File: config.mk
export PLATFORM = sky130hd
export DESIGN_NAME = demand_paging_replacement_unit_flat
export DESIGN_NICKNAME = d
export VERILOG_FILES = /design/src/rtl/dpru_pkg.sv /design/src/rtl/dpru_stream_if.sv /design/src/rtl/dpru_ctrl.sv /design/src/rtl/dpru_datapath.sv /design/src/rtl/demand_paging_replacement_unit.sv /design/src/flat_wrapper.sv
export SDC_FILE = /design/constraint.sdc
export NUM_CORES = 1
export LEC_CHECK = 0
export BUFFER_PORTS_ARGS = -buffer_cell sky130_fd_sc_hd__buf_4
export CAP_MARGIN = 30
export CELL_PAD_IN_SITES_DETAIL_PLACEMENT = 1
export CELL_PAD_IN_SITES_GLOBAL_PLACEMENT = 1
export CORE_MARGIN = 3
export CORE_UTILIZATION = 45
export DETAILED_ROUTE_END_ITERATION = 16
export PLACE_DENSITY_LB_ADDON = 0.15
export SYNTH_ARGS = -nofsm -noshare
export SYNTH_HDL_FRONTEND = slang
export SYNTH_SLANG_ARGS = --single-unit
export TNS_END_PERCENT = 50
File: constraint.sdc
create_clock -name clk_i -period 3.1 [get_ports clk_i]
set_clock_uncertainty 0.1 [all_clocks]
set_input_delay 0.31 -clock clk_i [delete_from_list [all_inputs] [get_ports clk_i]]
set_output_delay 0.31 -clock clk_i [all_outputs]
set_load 0.1 [all_outputs]
File: src/rtl/dpru_pkg.sv
// Package for the demand paging replacement unit: sizes, codes and command types.
// Used by the controller, the datapath and the top level.
package dpru_pkg;
  localparam int unsigned PageBytes = 256;
  localparam int unsigned Pages = 16;
  localparam int unsigned Frames = 4;
  localparam int unsigned OffW = $clog2(PageBytes);
  localparam int unsigned PageW = $clog2(Pages);
  localparam int unsigned FrameW = $clog2(Frames);
  localparam int unsigned AddrW = 12;
  localparam int unsigned PhysW = 10;
  localparam int unsigned CfgIdxW = 1;
  localparam int unsigned CfgDataW = 8;

  localparam logic [CfgIdxW-1:0] CfgPolicy = 1'b0;
  localparam logic [CfgIdxW-1:0] CfgRefresh = 1'b1;

  typedef enum logic [1:0] {
    PolNru = 2'd0,
    PolFifo = 2'd1,
    PolClock = 2'd2,
    PolClockAlt = 2'd3
  } policy_e;

  typedef enum logic [2:0] {
    StIdle,
    StLookup,
    StNruScan,
    StClockScan,
    StCommit,
    StOut
  } state_e;

  typedef struct packed {
    logic start;       // latch input item
    logic free_load;   // load into free frame
    logic nru_step;    // examine one page
    logic clock_step;  // examine frame under hand
    logic commit;      // apply updates and build result
    logic out_valid;
  } cmd_t;

  typedef struct packed {
    logic hit;
    logic has_free;
    logic nru_done;
    logic clock_found;
  } stat_t;
endpackage

File: src/rtl/dpru_stream_if.sv
// Valid/ready channel interface carrying one payload struct or vector.
// Depends on nothing.
interface dpru_stream_if #(parameter int unsigned W = 1);
  logic valid;
  logic ready;
  logic [W-1:0] data;
  modport source (output valid, output data, input ready);
  modport sink (input valid, input data, output ready);
endinterface

File: src/rtl/dpru_ctrl.sv
// Controller state machine for the paging unit.
// Depends on dpru_pkg.
module dpru_ctrl (
  input  logic clk_i,
  input  logic rst_ni,
  input  logic in_valid_i,
  output logic in_ready_o,
  input  logic out_ready_i,
  input  logic [1:0] policy_i,
  input  dpru_pkg::stat_t stat_i,
  output dpru_pkg::cmd_t cmd_o
);
  import dpru_pkg::*;
  state_e state_q, state_d;

  always_ff @(posedge clk_i or negedge rst_ni) begin
    if (!rst_ni) state_q <= StIdle;
    else state_q <= state_d;
  end

  always_comb begin
    state_d = state_q;
    cmd_o = '0;
    in_ready_o = 1'b0;
    unique case (state_q)
      StIdle: begin
        in_ready_o = 1'b1;
        if (in_valid_i) begin
          cmd_o.start = 1'b1;
          state_d = StLookup;
        end
      end
      StLookup: begin
        if (stat_i.hit || stat_i.has_free) state_d = StCommit;
        else if (policy_i == PolNru) state_d = StNruScan;
        else if (policy_i == PolFifo) state_d = StCommit;
        else state_d = StClockScan;
      end
      StNruScan: begin
        cmd_o.nru_step = 1'b1;
        if (stat_i.nru_done) state_d = StCommit;
      end
      StClockScan: begin
        cmd_o.clock_step = 1'b1;
        if (stat_i.clock_found) state_d = StCommit;
      end
      StCommit: begin
        cmd_o.commit = 1'b1;
        state_d = StOut;
      end
      StOut: begin
        cmd_o.out_valid = 1'b1;
        if (out_ready_i) state_d = StIdle;
      end
      default: state_d = StIdle;
    endcase
  end
endmodule

File: src/rtl/dpru_datapath.sv
// Datapath of the paging unit: page table, frame table, victim search, result register.
// Depends on dpru_pkg.
module dpru_datapath (
  input  logic clk_i,
  input  logic rst_ni,
  input  dpru_pkg::cmd_t cmd_i,
  output dpru_pkg::stat_t stat_o,
  input  logic [1:0] policy_i,
  input  logic [dpru_pkg::CfgDataW-1:0] period_i,
  input  logic op_i,
  input  logic [dpru_pkg::AddrW-1:0] addr_i,
  output logic miss_o,
  output logic [dpru_pkg::FrameW-1:0] frame_index_o,
  output logic [dpru_pkg::PhysW-1:0] paddr_o,
  output logic evicted_o,
  output logic [dpru_pkg::PageW-1:0] victim_page_o
);
  import dpru_pkg::*;

  logic [FrameW-1:0] page_frame_q [Pages];
  logic [Pages-1:0] valid_q, ref_q, mod_q;
  logic [Frames-1:0] used_q;
  logic [PageW-1:0] owner_q [Frames];
  logic [FrameW-1:0] hand_q;
  logic [CfgDataW-1:0] tick_q;

  logic op_q;
  logic [PageW-1:0] page_q;
  logic [OffW-1:0] off_q;
  logic [PageW:0] scan_q;          // NRU scan index, one bit wider than a page number
  logic [PageW-1:0] best_q;
  logic [2:0] best_cls_q;
  logic [FrameW-1:0] hand_scan_q;
  logic [FrameW:0] clock_cnt_q;

  logic [FrameW-1:0] free_idx;
  logic has_free;
  always_comb begin
    free_idx = '0;
    has_free = 1'b0;
    for (int f = Frames - 1; f >= 0; f--) begin
      if (!used_q[f]) begin
        free_idx = FrameW'(f);
        has_free = 1'b1;
      end
    end
  end

  logic [PageW-1:0] scan_idx, clk_owner;
  logic [2:0] scan_cls;
  assign scan_idx = scan_q[PageW-1:0];
  assign scan_cls = {1'b0, ref_q[scan_idx], mod_q[scan_idx]};
  assign clk_owner = owner_q[hand_scan_q];

  assign stat_o.hit = valid_q[page_q];
  assign stat_o.has_free = has_free;
  assign stat_o.nru_done = (scan_q == (PageW+1)'(Pages - 1));
  assign stat_o.clock_found = !ref_q[clk_owner] ||
                              (clock_cnt_q == (FrameW+1)'(Frames));

  logic [FrameW-1:0] frame_sel;
  logic [PageW-1:0] victim_sel;
  logic [Pages-1:0] ref_n, mod_n, valid_n;
  logic [CfgDataW-1:0] tick_n;
  always_comb begin
    ref_n = ref_q;
    mod_n = mod_q;
    valid_n = valid_q;
    if (op_q) mod_n[page_q] = 1'b1;
    frame_sel = page_frame_q[page_q];
    victim_sel = '0;
    if (!valid_q[page_q]) begin
      if (has_free) begin
        frame_sel = free_idx;
      end else begin
        if (policy_i == PolNru) begin
          victim_sel = best_q;
          frame_sel = page_frame_q[best_q];
        end else begin
          frame_sel = (policy_i == PolFifo) ? hand_q : hand_scan_q;
          victim_sel = owner_q[frame_sel];
        end
        valid_n[victim_sel] = 1'b0;
        ref_n[victim_sel] = 1'b0;
        mod_n[victim_sel] = 1'b0;
      end
      valid_n[page_q] = 1'b1;
    end
    ref_n[page_q] = 1'b1;
    tick_n = tick_q + 1'b1;
    if (tick_n >= period_i) begin
      ref_n = '0;
      tick_n = '0;
    end
  end

  always_ff @(posedge clk_i or negedge rst_ni) begin
    if (!rst_ni) begin
      valid_q <= '0;
      ref_q <= '0;
      mod_q <= '0;
      used_q <= '0;
      hand_q <= '0;
      tick_q <= '0;
    end else if (cmd_i.commit) begin
      valid_q <= valid_n;
      ref_q <= ref_n;
      mod_q <= mod_n;
      tick_q <= tick_n;
      if (!valid_q[page_q]) begin
        used_q[frame_sel] <= 1'b1;
        if (!has_free) hand_q <= frame_sel + 1'b1;
      end
    end else if (cmd_i.clock_step && !stat_o.clock_found) begin
      ref_q[clk_owner] <= 1'b0;
    end
  end

  always_ff @(posedge clk_i) begin
    if (cmd_i.start) begin
      op_q <= op_i;
      page_q <= addr_i[OffW +: PageW];
      off_q <= addr_i[OffW-1:0];
      scan_q <= '0;
      best_cls_q <= 3'd4;
      best_q <= '0;
      hand_scan_q <= hand_q;
      clock_cnt_q <= '0;
    end
    if (cmd_i.nru_step) begin
      if (scan_cls < best_cls_q && valid_q[scan_idx]) begin
        best_cls_q <= scan_cls;
        best_q <= scan_idx;
      end
      scan_q <= scan_q + 1'b1;
    end
    if (cmd_i.clock_step && !stat_o.clock_found) begin
      hand_scan_q <= hand_scan_q + 1'b1;
      clock_cnt_q <= clock_cnt_q + 1'b1;
    end
    if (cmd_i.commit) begin
      if (!valid_q[page_q]) begin
        page_frame_q[page_q] <= frame_sel;
        owner_q[frame_sel] <= page_q;
      end
      miss_o <= !valid_q[page_q];
      evicted_o <= !valid_q[page_q] && !has_free;
      victim_page_o <= victim_sel;
      frame_index_o <= frame_sel;
      paddr_o <= PhysW'({frame_sel, off_q});
    end
  end
endmodule

File: src/rtl/demand_paging_replacement_unit.sv
// Sequence: a hit, a free-frame load or a FIFO eviction goes from lookup to commit to the
// result; an NRU eviction first scans every page, second chance first walks the clock hand.
// One transaction at a time: a new access is taken only after the result has been accepted.
// Reset (rst_ni low, asynchronous) empties the page table and sets second chance policy
// and a refresh period of four accesses.
module demand_paging_replacement_unit (
  input logic clk_i,
  input logic rst_ni,
  dpru_stream_if.sink in_if,
  dpru_stream_if.source out_if,
  input logic cfg_we_i,
  input logic [dpru_pkg::CfgIdxW-1:0] cfg_idx_i,
  input logic [dpru_pkg::CfgDataW-1:0] cfg_data_i
);
  import dpru_pkg::*;

  // Configuration registers: the user must write only while the unit is idle; unchecked.
  logic [1:0] policy_q;
  logic [CfgDataW-1:0] period_q;
  always_ff @(posedge clk_i or negedge rst_ni) begin
    if (!rst_ni) begin
      policy_q <= PolClock;
      period_q <= CfgDataW'(4);
    end else if (cfg_we_i) begin
      unique case (cfg_idx_i)
        CfgPolicy: policy_q <= cfg_data_i[1:0];
        CfgRefresh: period_q <= cfg_data_i;
        default: ;
      endcase
    end
  end

  cmd_t cmd;
  stat_t stat;

  // The controller sequences lookup, victim search and commit; the datapath
  // holds the tables and result register.
  dpru_ctrl u_ctrl (
    .clk_i, .rst_ni,
    .in_valid_i(in_if.valid),
    .in_ready_o(in_if.ready),
    .out_ready_i(out_if.ready),
    .policy_i(policy_q),
    .stat_i(stat),
    .cmd_o(cmd)
  );

  // Input payload: {op, logical_address}. Output: {fault, frame, phys, evicted, victim}.
  logic pf, ev;
  logic [FrameW-1:0] fr;
  logic [PhysW-1:0] pa;
  logic [PageW-1:0] vp;
  dpru_datapath u_dp (
    .clk_i, .rst_ni,
    .cmd_i(cmd),
    .stat_o(stat),
    .policy_i(policy_q),
    .period_i(period_q),
    .op_i(in_if.data[AddrW]),
    .addr_i(in_if.data[AddrW-1:0]),
    .miss_o(pf),
    .frame_index_o(fr),
    .paddr_o(pa),
    .evicted_o(ev),
    .victim_page_o(vp)
  );

  assign out_if.valid = cmd.out_valid;
  assign out_if.data = {pf, fr, pa, ev, vp};
endmodule

File: src/flat_wrapper.sv
// flat-port wrapper written by rule: the top's interface ports become plain ports
module demand_paging_replacement_unit_flat import dpru_pkg::*;
  (clk_i, rst_ni, cfg_we_i, cfg_idx_i, cfg_data_i, in_if_valid, in_if_data, in_if_ready, out_if_valid, out_if_data, out_if_ready);
  dpru_stream_if #(.W((1 + AddrW))) in_if_i ();
  dpru_stream_if #(.W((1 + FrameW + PhysW + 1 + PageW))) out_if_i ();
  input logic clk_i;
  input logic rst_ni;
  input logic cfg_we_i;
  input logic [dpru_pkg::CfgIdxW-1:0] cfg_idx_i;
  input logic [dpru_pkg::CfgDataW-1:0] cfg_data_i;
  input wire logic [$bits(in_if_i.valid)-1:0] in_if_valid;
  input wire logic [$bits(in_if_i.data)-1:0] in_if_data;
  output wire logic [$bits(in_if_i.ready)-1:0] in_if_ready;
  output wire logic [$bits(out_if_i.valid)-1:0] out_if_valid;
  output wire logic [$bits(out_if_i.data)-1:0] out_if_data;
  input wire logic [$bits(out_if_i.ready)-1:0] out_if_ready;
  assign in_if_i.valid = in_if_valid;
  assign in_if_i.data = in_if_data;
  assign in_if_ready = in_if_i.ready;
  assign out_if_valid = out_if_i.valid;
  assign out_if_data = out_if_i.data;
  assign out_if_i.ready = out_if_ready;
  demand_paging_replacement_unit u_core (.clk_i(clk_i), .rst_ni(rst_ni), .in_if(in_if_i), .out_if(out_if_i), .cfg_we_i(cfg_we_i), .cfg_idx_i(cfg_idx_i), .cfg_data_i(cfg_data_i));
endmodule
==> impl_metrics.toml, run 1 <==
[floorplan]
die_area_mm2 = 0.0214
rows = 50
initial_core_util_pct = 46.6
die_h_um = 146
die_w_um = 146
io_pins = 47
core_mm2 = 0.0190

[critical_path]
endpoint_kind = "register"
slowest_stage = "mux4_1"
path_cells = "mux4_1 > or2_2 > o21ai_1 > or3_4 > o221ai_1 > o41ai_1"
cp-start-kind = "register"
arrival_ns = 3.22
cpPeakStageDelay_ns = 0.73
reg2reg_depth = 6
required_ns = 3.32
path_max_fanout = 15
criticalPathCategory = "register to register"

[clock_tree]
cts_buffers = 17
clock-sinks = 175
cts.clk_slew.worst_paths_ns = 0.08
cts_tree = "built"
clockBufferDepth = 2
cts_htree_levels = 4
clk_latency_ns = 0.44
cts-root-buf = "clkbuf_16"

[synth]
synth-seq-cells = 175
syn_nets = 781
yosys.area.top_type = "edfxtp_1"
synth_ff_type = "edfxtp_1"
ys_top_cells_by_count = "87 x edfxtp_1, 73 x dfrtp_1, 57 x nand2_1, 45 x nor2_1, 42 x a21oi_1"
synth_area_per_cell_um2 = 12.0
netlist_area_mm2 = 0.00886
async_flop_share_pct = 42.9
synth_edf_count = 87
synth_compound_area_share_pct = 11.3
yosysSeqAreaShare_pct = 53.7
synth-simple-area-share_pct = 12.5
netlist_top_cells_area = "edfxtp_1 29%, dfrtp_1 21%, mux4_2 9.9%"
ys_types = 57
synthDominantCellAreaShare_pct = 29.5
synth_cells = 736
ys_warn_count = 0
synthXorXnorAreaFrac_pct = 0.890
synth_top_family_by_area = "multiplexers"
synth-adder-area-share_pct = 2.54
yosysMostFrequentCell = "edfxtp_1"
muxShareOfSynthArea_pct = 14.7

[finish]
antenna_cells_inserted = 0
multiInputGateArea_mm2 = 0.00379
final_util_pct = 55.9
finish.net_count = 871
ff_latch_area_mm2 = 0.00476
layout.cells.non_filler = 1099
layout-drive-gt1-share_pct = 26.0
syn_to_final_growth_pct = 20.0
fill_cells = 1963

[timing]
hold_viol_final = 0
fin_crit_sh_pct = 96.7
worst_pin_slew_ns = 0.759
slew_violations = 0
finalSetupViolations = 0
worst_hold_slack_ns = 0.0915
max_freq_mhz = 333
fin_crit_ns = 3.00
relSlewSlack_pct = 49.4
fin_ws_ns = 0.101

[place]
gp_congestion = 0.926
dp_worst_setup_slack_ns = -0.123
dp_hpwl_um = 19000
dp_cells = 1036
port_buffers = 46

[run]
max_cap_violations = 0

[global_routing]
antenna_found_initial = 0
grt_util_met3_pct = 4.62
grt_pass1_wl_um = 41200
grt-ovfl-total = 0
grt.met1_usage_pct = 34.7
grt_max_degree = 55
grt_use_met2_pct = 40.7
groute.usage.overall_pct = 25.1
gr-max-usage-layer = "met2"
grt_pass1_vias = 6905

[drt]
drt_iter0_drc = 666
drc = 0
wirelength_um = 27200
antenna_left = 0
wl_per_cell_um = 24.8
num_vias = 6742
avgViaCountPerCell = 6.13
dr.pass1.iters = 5

[min_path]
hold-path-cell-count = 4
hp-class = "primary input to register"

[pwr]
powerDensity_mw_per_mm2 = 1080
total_power_mw = 11.4
peakVddDrop_mv = 0.470
leakage_nw = 4.35

[run_status]
status = "complete, no violations"
layout by cell type (no fill, tap or decap), drive strengths merged, types with 9 or more instances in the layout:
cell type	instances
buf	98
edfxtp	87
dfrtp	73
nand2	57
nor2	45
o21ai	44
mux4	43
a21oi	42
inv	40
dlygate4sd3	22
nor3	22
and3	21
a21o	20
mux2i	18
nand3	18
ha	18
clkbuf	17
o311ai	16
a211oi	16
mux2	15
dfxtp	13
nor3b	10
nand2b	9
metal layers:
layer	vias to the layer above	wire, µm
met2	261	13200
li1	2935	-
met5	-	0
met4	0	492
met3	43	1660
met1	3503	11900
final timing paths:
| check | from | slack [ns] | end |
|---|---|---|---|
| max | register | 0.10 | u_core.u_ctrl.state_q[2]$_DFFE_PN0P_ |
| max in group asynchronous | rst_ni | 2.08 | u_core.policy_q[1]$_DFFE_PN1P_ |
| min in group asynchronous | rst_ni | 0.20 | u_core.u_dp.mod_q[2]$_DFFE_PN0P_ |
| max reg2reg | register | 0.10 | u_core.u_ctrl.state_q[2]$_DFFE_PN0P_ |
| min reg2reg | u_core.u_dp.off_q[6]$_DFFE_PP_ | 0.33 | u_core.u_dp.paddr_o[6]$_DFFE_PP_ |
| min | out_if_ready | 0.09 | u_core.u_ctrl.state_q[2]$_DFFE_PN0P_ |
registers in the layout, indices dropped and copies added, names as in the netlist, 8 cells and up, named ones only:
| signal | cells |
|---|---|
| u_core.u_dp.valid_q | 16 |
| u_core.u_dp.paddr_o | 8 |
| u_core.u_dp.off_q | 8 |
| u_core.period_q | 8 |
| u_core.u_dp.owner_q | 16 |
| u_core.u_dp.ref_q | 16 |
| u_core.u_dp.page_frame_q | 32 |
| u_core.u_dp.mod_q | 16 |
| u_core.u_dp.tick_q | 8 |
power by group:
| group | leakage, nW | internal [mW] | switching, mW |
|---|---|---|---|
| registers | 1.84 | 3.37 | 0.694 |
| logic | 2.23 | 1.93 | 3.23 |
| clock network | 0.283 | 1.16 | 1.06 |
worst max-delay path, delay by kind of cell (launching register included):
| kind | cells | cell delay [ns] |
|---|---|---|
| mux | 1 | 0.73 |
| simple gates | 2 | 0.74 |
| compound gates | 3 | 0.86 |
| flops | 1 | 0.46 |
cell type report:
type / count / share of cell area, %
well taps: 260 / 3.06
clock inverters: 15 / 1.67
multi-input cells: 478 / 35.7
clock buffers: 17 / 4.00
inverters: 34 / 1.20
repair buffers: 120 / 9.54
flip-flops and latches: 175 / 44.8
logic make-up (layout without fill, tap and decap cells):
group | after synthesis | after routing
and+or+nand+nor | 216 | 217
DFF | 175 | 175
AOI/OAI and AO/OA | 158 | 158
buffers and inverters | 85 | 186
muxes | 75 | 76
adders and majority gates | 18 | 18
xor gates and xnor gates | 9 | 9
through the flow:
step                setup TNS [ns]  area (µm²)
floorplan                 -0.00245        8860
global placement                 0        9640
detailed placement          -0.235        9670
CTS                              0       10500
global route               -0.0244       10600
finish                           0       10600
what timing repair did:
| item | CTS | global route |
|---|---|---|
| endpoints found under the setup margin | 3 | 37 |
| hold endpoints to repair | 51 | 0 |
| hold buffers | 22 | 0 |
| buffers inserted | 2 | 5 |
| cloned | 0 | 2 |
| pin swaps | 0 | 1 |
| resized for setup | 3 | 16 |
Power figures use the tool's default switching activity.
==> run 2, diff against run 1 <==
--- a/config.mk
+++ b/config.mk
@@ -12,6 +12,7 @@
 export CORE_MARGIN = 3
 export CORE_UTILIZATION = 45
 export DETAILED_ROUTE_END_ITERATION = 16
+export MAX_ROUTING_LAYER = met4
 export PLACE_DENSITY_LB_ADDON = 0.15
 export SYNTH_ARGS = -nofsm -noshare
 export SYNTH_HDL_FRONTEND = slang
==> run 2 against run 1 <==
  * First-iteration DRC count is 3.5% lower
  * Fmax is 0.36% higher
  * Critical path type unchanged
  * Critical path depth stayed put
  * Flip-flop and latch count stayed put
  * Critical endpoint is now u_core.u_dp.ref_q[14]$_DFFE_PN0P_
  * Global-route usage is 0.81 points higher
  * Highest routed layer unchanged
==> impl_metrics.toml, run 2 (synthesized netlist as in run 1, its figures left out) <==
[finish]
layout.cells.non_filler = 1099
largest_register = "u_core.u_dp.page_frame_q"
layout-drive-gt1-share_pct = 25.3
syn_to_final_growth_pct = 19.4
largest_reg_flops = 32
finish.net_count = 870
final_common_cell = "buf_4"
fill_cells = 1977
final_util_pct = 55.6
fin_area_mm2 = 0.0106
layout_common_cells = "97 x buf_4, 87 x edfxtp_1, 73 x dfrtp_1"

[drt]
avgViaCountPerCell = 6.05
num_vias = 6646
dr.pass1.iters = 5
wirelength_um = 26400
drc = 0
wl_per_cell_um = 24.0
drt_iter0_drc = 643
antenna_left = 0

[critical_path]
path_max_fanout = 30
reg2reg_slack_ns = 0.11
endpoint_kind = "register"
arrival_ns = 3.20
required_ns = 3.31
criticalPathCategory = "register to register"
cp-start-kind = "register"

[run_status]
status = "complete, no violations"

[timing]
relSlewSlack_pct = 51.2
fin_ws_ns = 0.112
rsz0062_at_grt = "true"
max_freq_mhz = 335
worst_pin_slew_ns = 0.731
slew_violations = 0
finalSetupViolations = 0
fin_tns_setup_ns = 0
fin_crit_ns = 2.99
fin_crit_sh_pct = 96.4
worst_hold_slack_ns = 0.0229
hold_viol_final = 0

[floorplan]
die_w_um = 146
die_area_mm2 = 0.0214
die_h_um = 146
rows = 50
core_mm2 = 0.0190
initial_core_util_pct = 46.6
io_pins = 47

[place]
dp_worst_setup_slack_ns = -0.00987
port_buffers = 46
gp_congestion = 0.873
dpl-instance-area_mm2 = 0.00970
dp_hpwl_um = 19500
dp_cells = 1042

[global_routing]
grt-ovfl-total = 0
grt_max_degree = 48
groute.usage.overall_pct = 25.9
grt_pass1_wl_um = 41200
antenna_found_initial = 1
grt_pass1_vias = 6909

[pwr]
leakage_nw = 4.37
peakVddDrop_mv = 0.475
powerDensity_mw_per_mm2 = 1070
total_power_mw = 11.3

[min_path]
hp-class = "primary input to register"
worstHoldStart = "cfg_data_i[7]"

[clock_tree]
cts-root-buf = "clkbuf_16"
clockBufferDepth = 2
cts_tree = "built"
cts_htree_levels = 4
cts.clk_slew.worst_paths_ns = 0.07
clk_latency_ns = 0.44
cts_buffers = 17
clock-sinks = 175

[run]
max_cap_violations = 0
run 2: layout make-up:
class / count / area (µm²) / share of cell area (%)
Inverter: 34 / 128 / 1.21
Sequential cell: 175 / 4760 / 45.0
Clock buffer: 17 / 425 / 4.02
Timing Repair Buffer: 121 / 1010 / 9.52
Clock inverter: 15 / 195 / 1.85
Multi-Input combinational cell: 476 / 3740 / 35.3
Tap cell: 260 / 325 / 3.08
Antenna cell: 1 / 2.50 / 0.0237
run 2: final timing paths:
check	endpoint	depth (start not counted)
max	u_core.u_dp.ref_q[14]$_DFFE_PN0P_	6
min	u_core.period_q[7]$_DFFE_PN0P_	2
max reg2reg	u_core.u_dp.ref_q[14]$_DFFE_PN0P_	6
min reg2reg	u_core.u_dp.paddr_o[0]$_DFFE_PP_	0
max in group asynchronous	u_core.u_dp.valid_q[3]$_DFFE_PN0P_	3
min in group asynchronous	u_core.period_q[4]$_DFFE_PN0P_	2
run 2: metal layers:
metal	up-vias	routed length, µm	track usage, %
met5	-	0	-
met4	0	422	7.29
met3	30	1490	4.59
met2	244	12800	40.0
met1	3439	11700	35.7
li1	2933	-	-
run 2: repair_timing:
item / in CTS / in global routing
pin swaps: 0 / 1
endpoints found under the setup margin: 2 / 19
hold buffers: 20 / 0
setup buffers: 1 / 3
endpoints found under the hold margin: 49 / 0
resized for setup: 0 / 9
run 2: critical path, cell delays in order (launching register included):
cell and delay [ns]:
dfxtp_1 0.47, mux4_1 0.84, mux2i_1 0.23, o21ai_0 0.09
or3_4 0.58, o311ai_1 0.44, o21ai_1 0.11
run 2: power breakdown:
group / internal [mW] / switching (mW) / leakage (nW)
Clock: 1.24 / 1.03 / 0.308
Sequential: 3.36 / 0.648 / 1.84
Combinational: 1.88 / 3.17 / 2.22
==> run 3, diff against run 2 <==
==> constraint.sdc (replaced) <==
create_clock -name clk_i -period 3.1 [get_ports clk_i]
set_clock_uncertainty 0.1 [all_clocks]
set_input_delay 0.62 -clock clk_i [delete_from_list [all_inputs] [get_ports clk_i]]
set_output_delay 0.62 -clock clk_i [all_outputs]
set_load 0.1 [all_outputs]
==> run 3 against run 2 <==
  * Final area is 2.0% lower
  * Sequential power is essentially flat
  * Count of clock-buffer cells in the layout unchanged
  * Cell count shrank 1.9%
  * Core utilization fell by 1.1 points
  * Critical path depth stayed put
  * Register-to-register slack improved by 0.02 ns
==> impl_metrics.toml, run 3 (synthesized netlist as in run 1, its figures left out) <==
[run_status]
status = "complete, no violations"

[drt]
wl_per_cell_um = 24.2
drt_iter0_drc = 627
drc = 0
antenna_left = 0
num_vias = 6544
dr.pass1.iters = 5
avgViaCountPerCell = 6.07
wirelength_um = 26100

[timing]
slew_violations = 0
finalSetupViolations = 0
rsz0062_at_grt = "true"
worst_hold_slack_ns = 0.0115
hold_viol_final = 0
max_freq_mhz = 337
fin_ws_ns = 0.130
relSlewSlack_pct = 51.6
fin_crit_ns = 2.97
fin_crit_sh_pct = 95.8
worst_pin_slew_ns = 0.726

[pwr]
leakage_nw = 4.28
peakVddDrop_mv = 0.474
powerDensity_mw_per_mm2 = 1090

[finish]
layout.cells.non_filler = 1078
finish.net_count = 849
largest_register = "u_core.u_dp.page_frame_q"
final_common_cell = "buf_4"
largest_reg_flops = 32
layout_common_cells = "96 x buf_4, 87 x edfxtp_1, 73 x dfrtp_1"
fill_cells = 1991
syn_to_final_growth_pct = 17.1
layout-drive-gt1-share_pct = 25.7

[global_routing]
grt_use_met2_pct = 39.6
groute.usage.overall_pct = 25.7
antenna_found_initial = 1
grt_pass1_wl_um = 40800
grt_util_met3_pct = 4.66
gr-max-usage-layer = "met2"
grt-ovfl-total = 0
grt_pass1_vias = 6800
grt.met1_usage_pct = 35.4
grt_max_degree = 48

[place]
port_buffers = 46
dp_hpwl_um = 19500
gp_congestion = 0.873
dp_cells = 1042
dp_worst_setup_slack_ns = -0.00987

[floorplan]
rows = 50
die_area_mm2 = 0.0214
core_mm2 = 0.0190
die_h_um = 146
io_pins = 47
initial_core_util_pct = 46.6
die_w_um = 146

[clock_tree]
cts_buffers = 17
cts-root-buf = "clkbuf_16"
cts.clk_slew.worst_paths_ns = 0.07
clockBufferDepth = 2
clk_latency_ns = 0.44
clock-sinks = 175
cts_tree = "built"
cts_htree_levels = 4

[critical_path]
arrival_ns = 3.18
endpoint_kind = "register"
path_max_fanout = 30
required_ns = 3.31
cp-start-kind = "register"
reg2reg_slack_ns = 0.13
criticalPathCategory = "register to register"

[run]
max_cap_violations = 0

[min_path]
hp-class = "primary input to asynchronous set/reset pin"
-- run 3: cell types whose count changed in the layout (fill, tap and decap cells not counted), sizes merged --
| cell | change |
|---|---|
| buf | -1 |
| dlygate4sd3 | -20 |
-- run 3: final timing paths --
| check | depth (start not counted) | from | endpoint |
|---|---|---|---|
| hold / removal | 1 | rst_ni | u_core.period_q[4]$_DFFE_PN0P_ |
| setup / recovery | 6 | register | u_core.u_dp.ref_q[14]$_DFFE_PN0P_ |
| hold reg to reg | 0 | u_core.u_dp.off_q[0]$_DFFE_PP_ | u_core.u_dp.paddr_o[0]$_DFFE_PP_ |
| setup reg to reg | 6 | register | u_core.u_dp.ref_q[14]$_DFFE_PN0P_ |
| max in group asynchronous | 2 | rst_ni | u_core.u_dp.valid_q[3]$_DFFE_PN0P_ |
| min in group clk_i | 1 | in_if_data[7] | u_core.u_dp.off_q[7]$_DFFE_PP_ |
-- run 3: cell type report --
class / instances / area [µm²] / area share (%)
inverters: 34 / 128 / 1.23
flip-flops and latches: 175 / 4760 / 45.9
clock inverters: 15 / 195 / 1.88
clock buffers: 17 / 425 / 4.10
multi-input cells: 476 / 3730 / 36.0
well taps: 260 / 325 / 3.14
repair buffers: 100 / 800 / 7.71
diodes: 1 / 2.50 / 0.0241
-- run 3: power breakdown --
part	total (mW)	switching, mW	internal, mW	leakage [nW]
combinational	4.99	3.15	1.84	2.13
sequential	4.01	0.646	3.36	1.84
clock	2.26	1.02	1.24	0.308
-- run 3: repair_timing --
| item | CTS | global route |
|---|---|---|
| hold buffers | 0 | 0 |
| gates resized for setup | 0 | 8 |
| endpoints found under the setup margin | 2 | 17 |
| setup buffers | 1 | 2 |
| pin swaps | 0 | 1 |
-- run 3: metal layers --
| layer | up-vias | wire length [µm] |
|---|---|---|
| met1 | 3408 | 11700 |
| met4 | 0 | 414 |
| met5 | - | 0 |
| met3 | 34 | 1380 |
| met2 | 213 | 12600 |
| li1 | 2889 | - |
-- run 3: worst max-delay path: stages, from the launching register on --
cell	delay [ns]
dfxtp_1	0.46
mux4_1	0.83
mux2i_1	0.23
o21ai_0	0.09
or3_4	0.58
o311ai_1	0.44
o21ai_1	0.11
-- run 3: stage by stage --
| stage | power [mW] | util, % | instance area (µm²) | setup TNS [ns] |
|---|---|---|---|---|
| finish | 11.3 | 54.5 | 10400 | 0 |
| global route | 11.9 | 54.5 | 10400 | -0.0110 |
| CTS | 11.2 | 54.3 | 10300 | 0 |
| detailed placement | 8.89 | 51.0 | 9700 | -0.0122 |
| global placement | 8.67 | 50.9 | 9670 | 0 |
| floorplan | 7.26 | - | 8860 | -0.00245 |
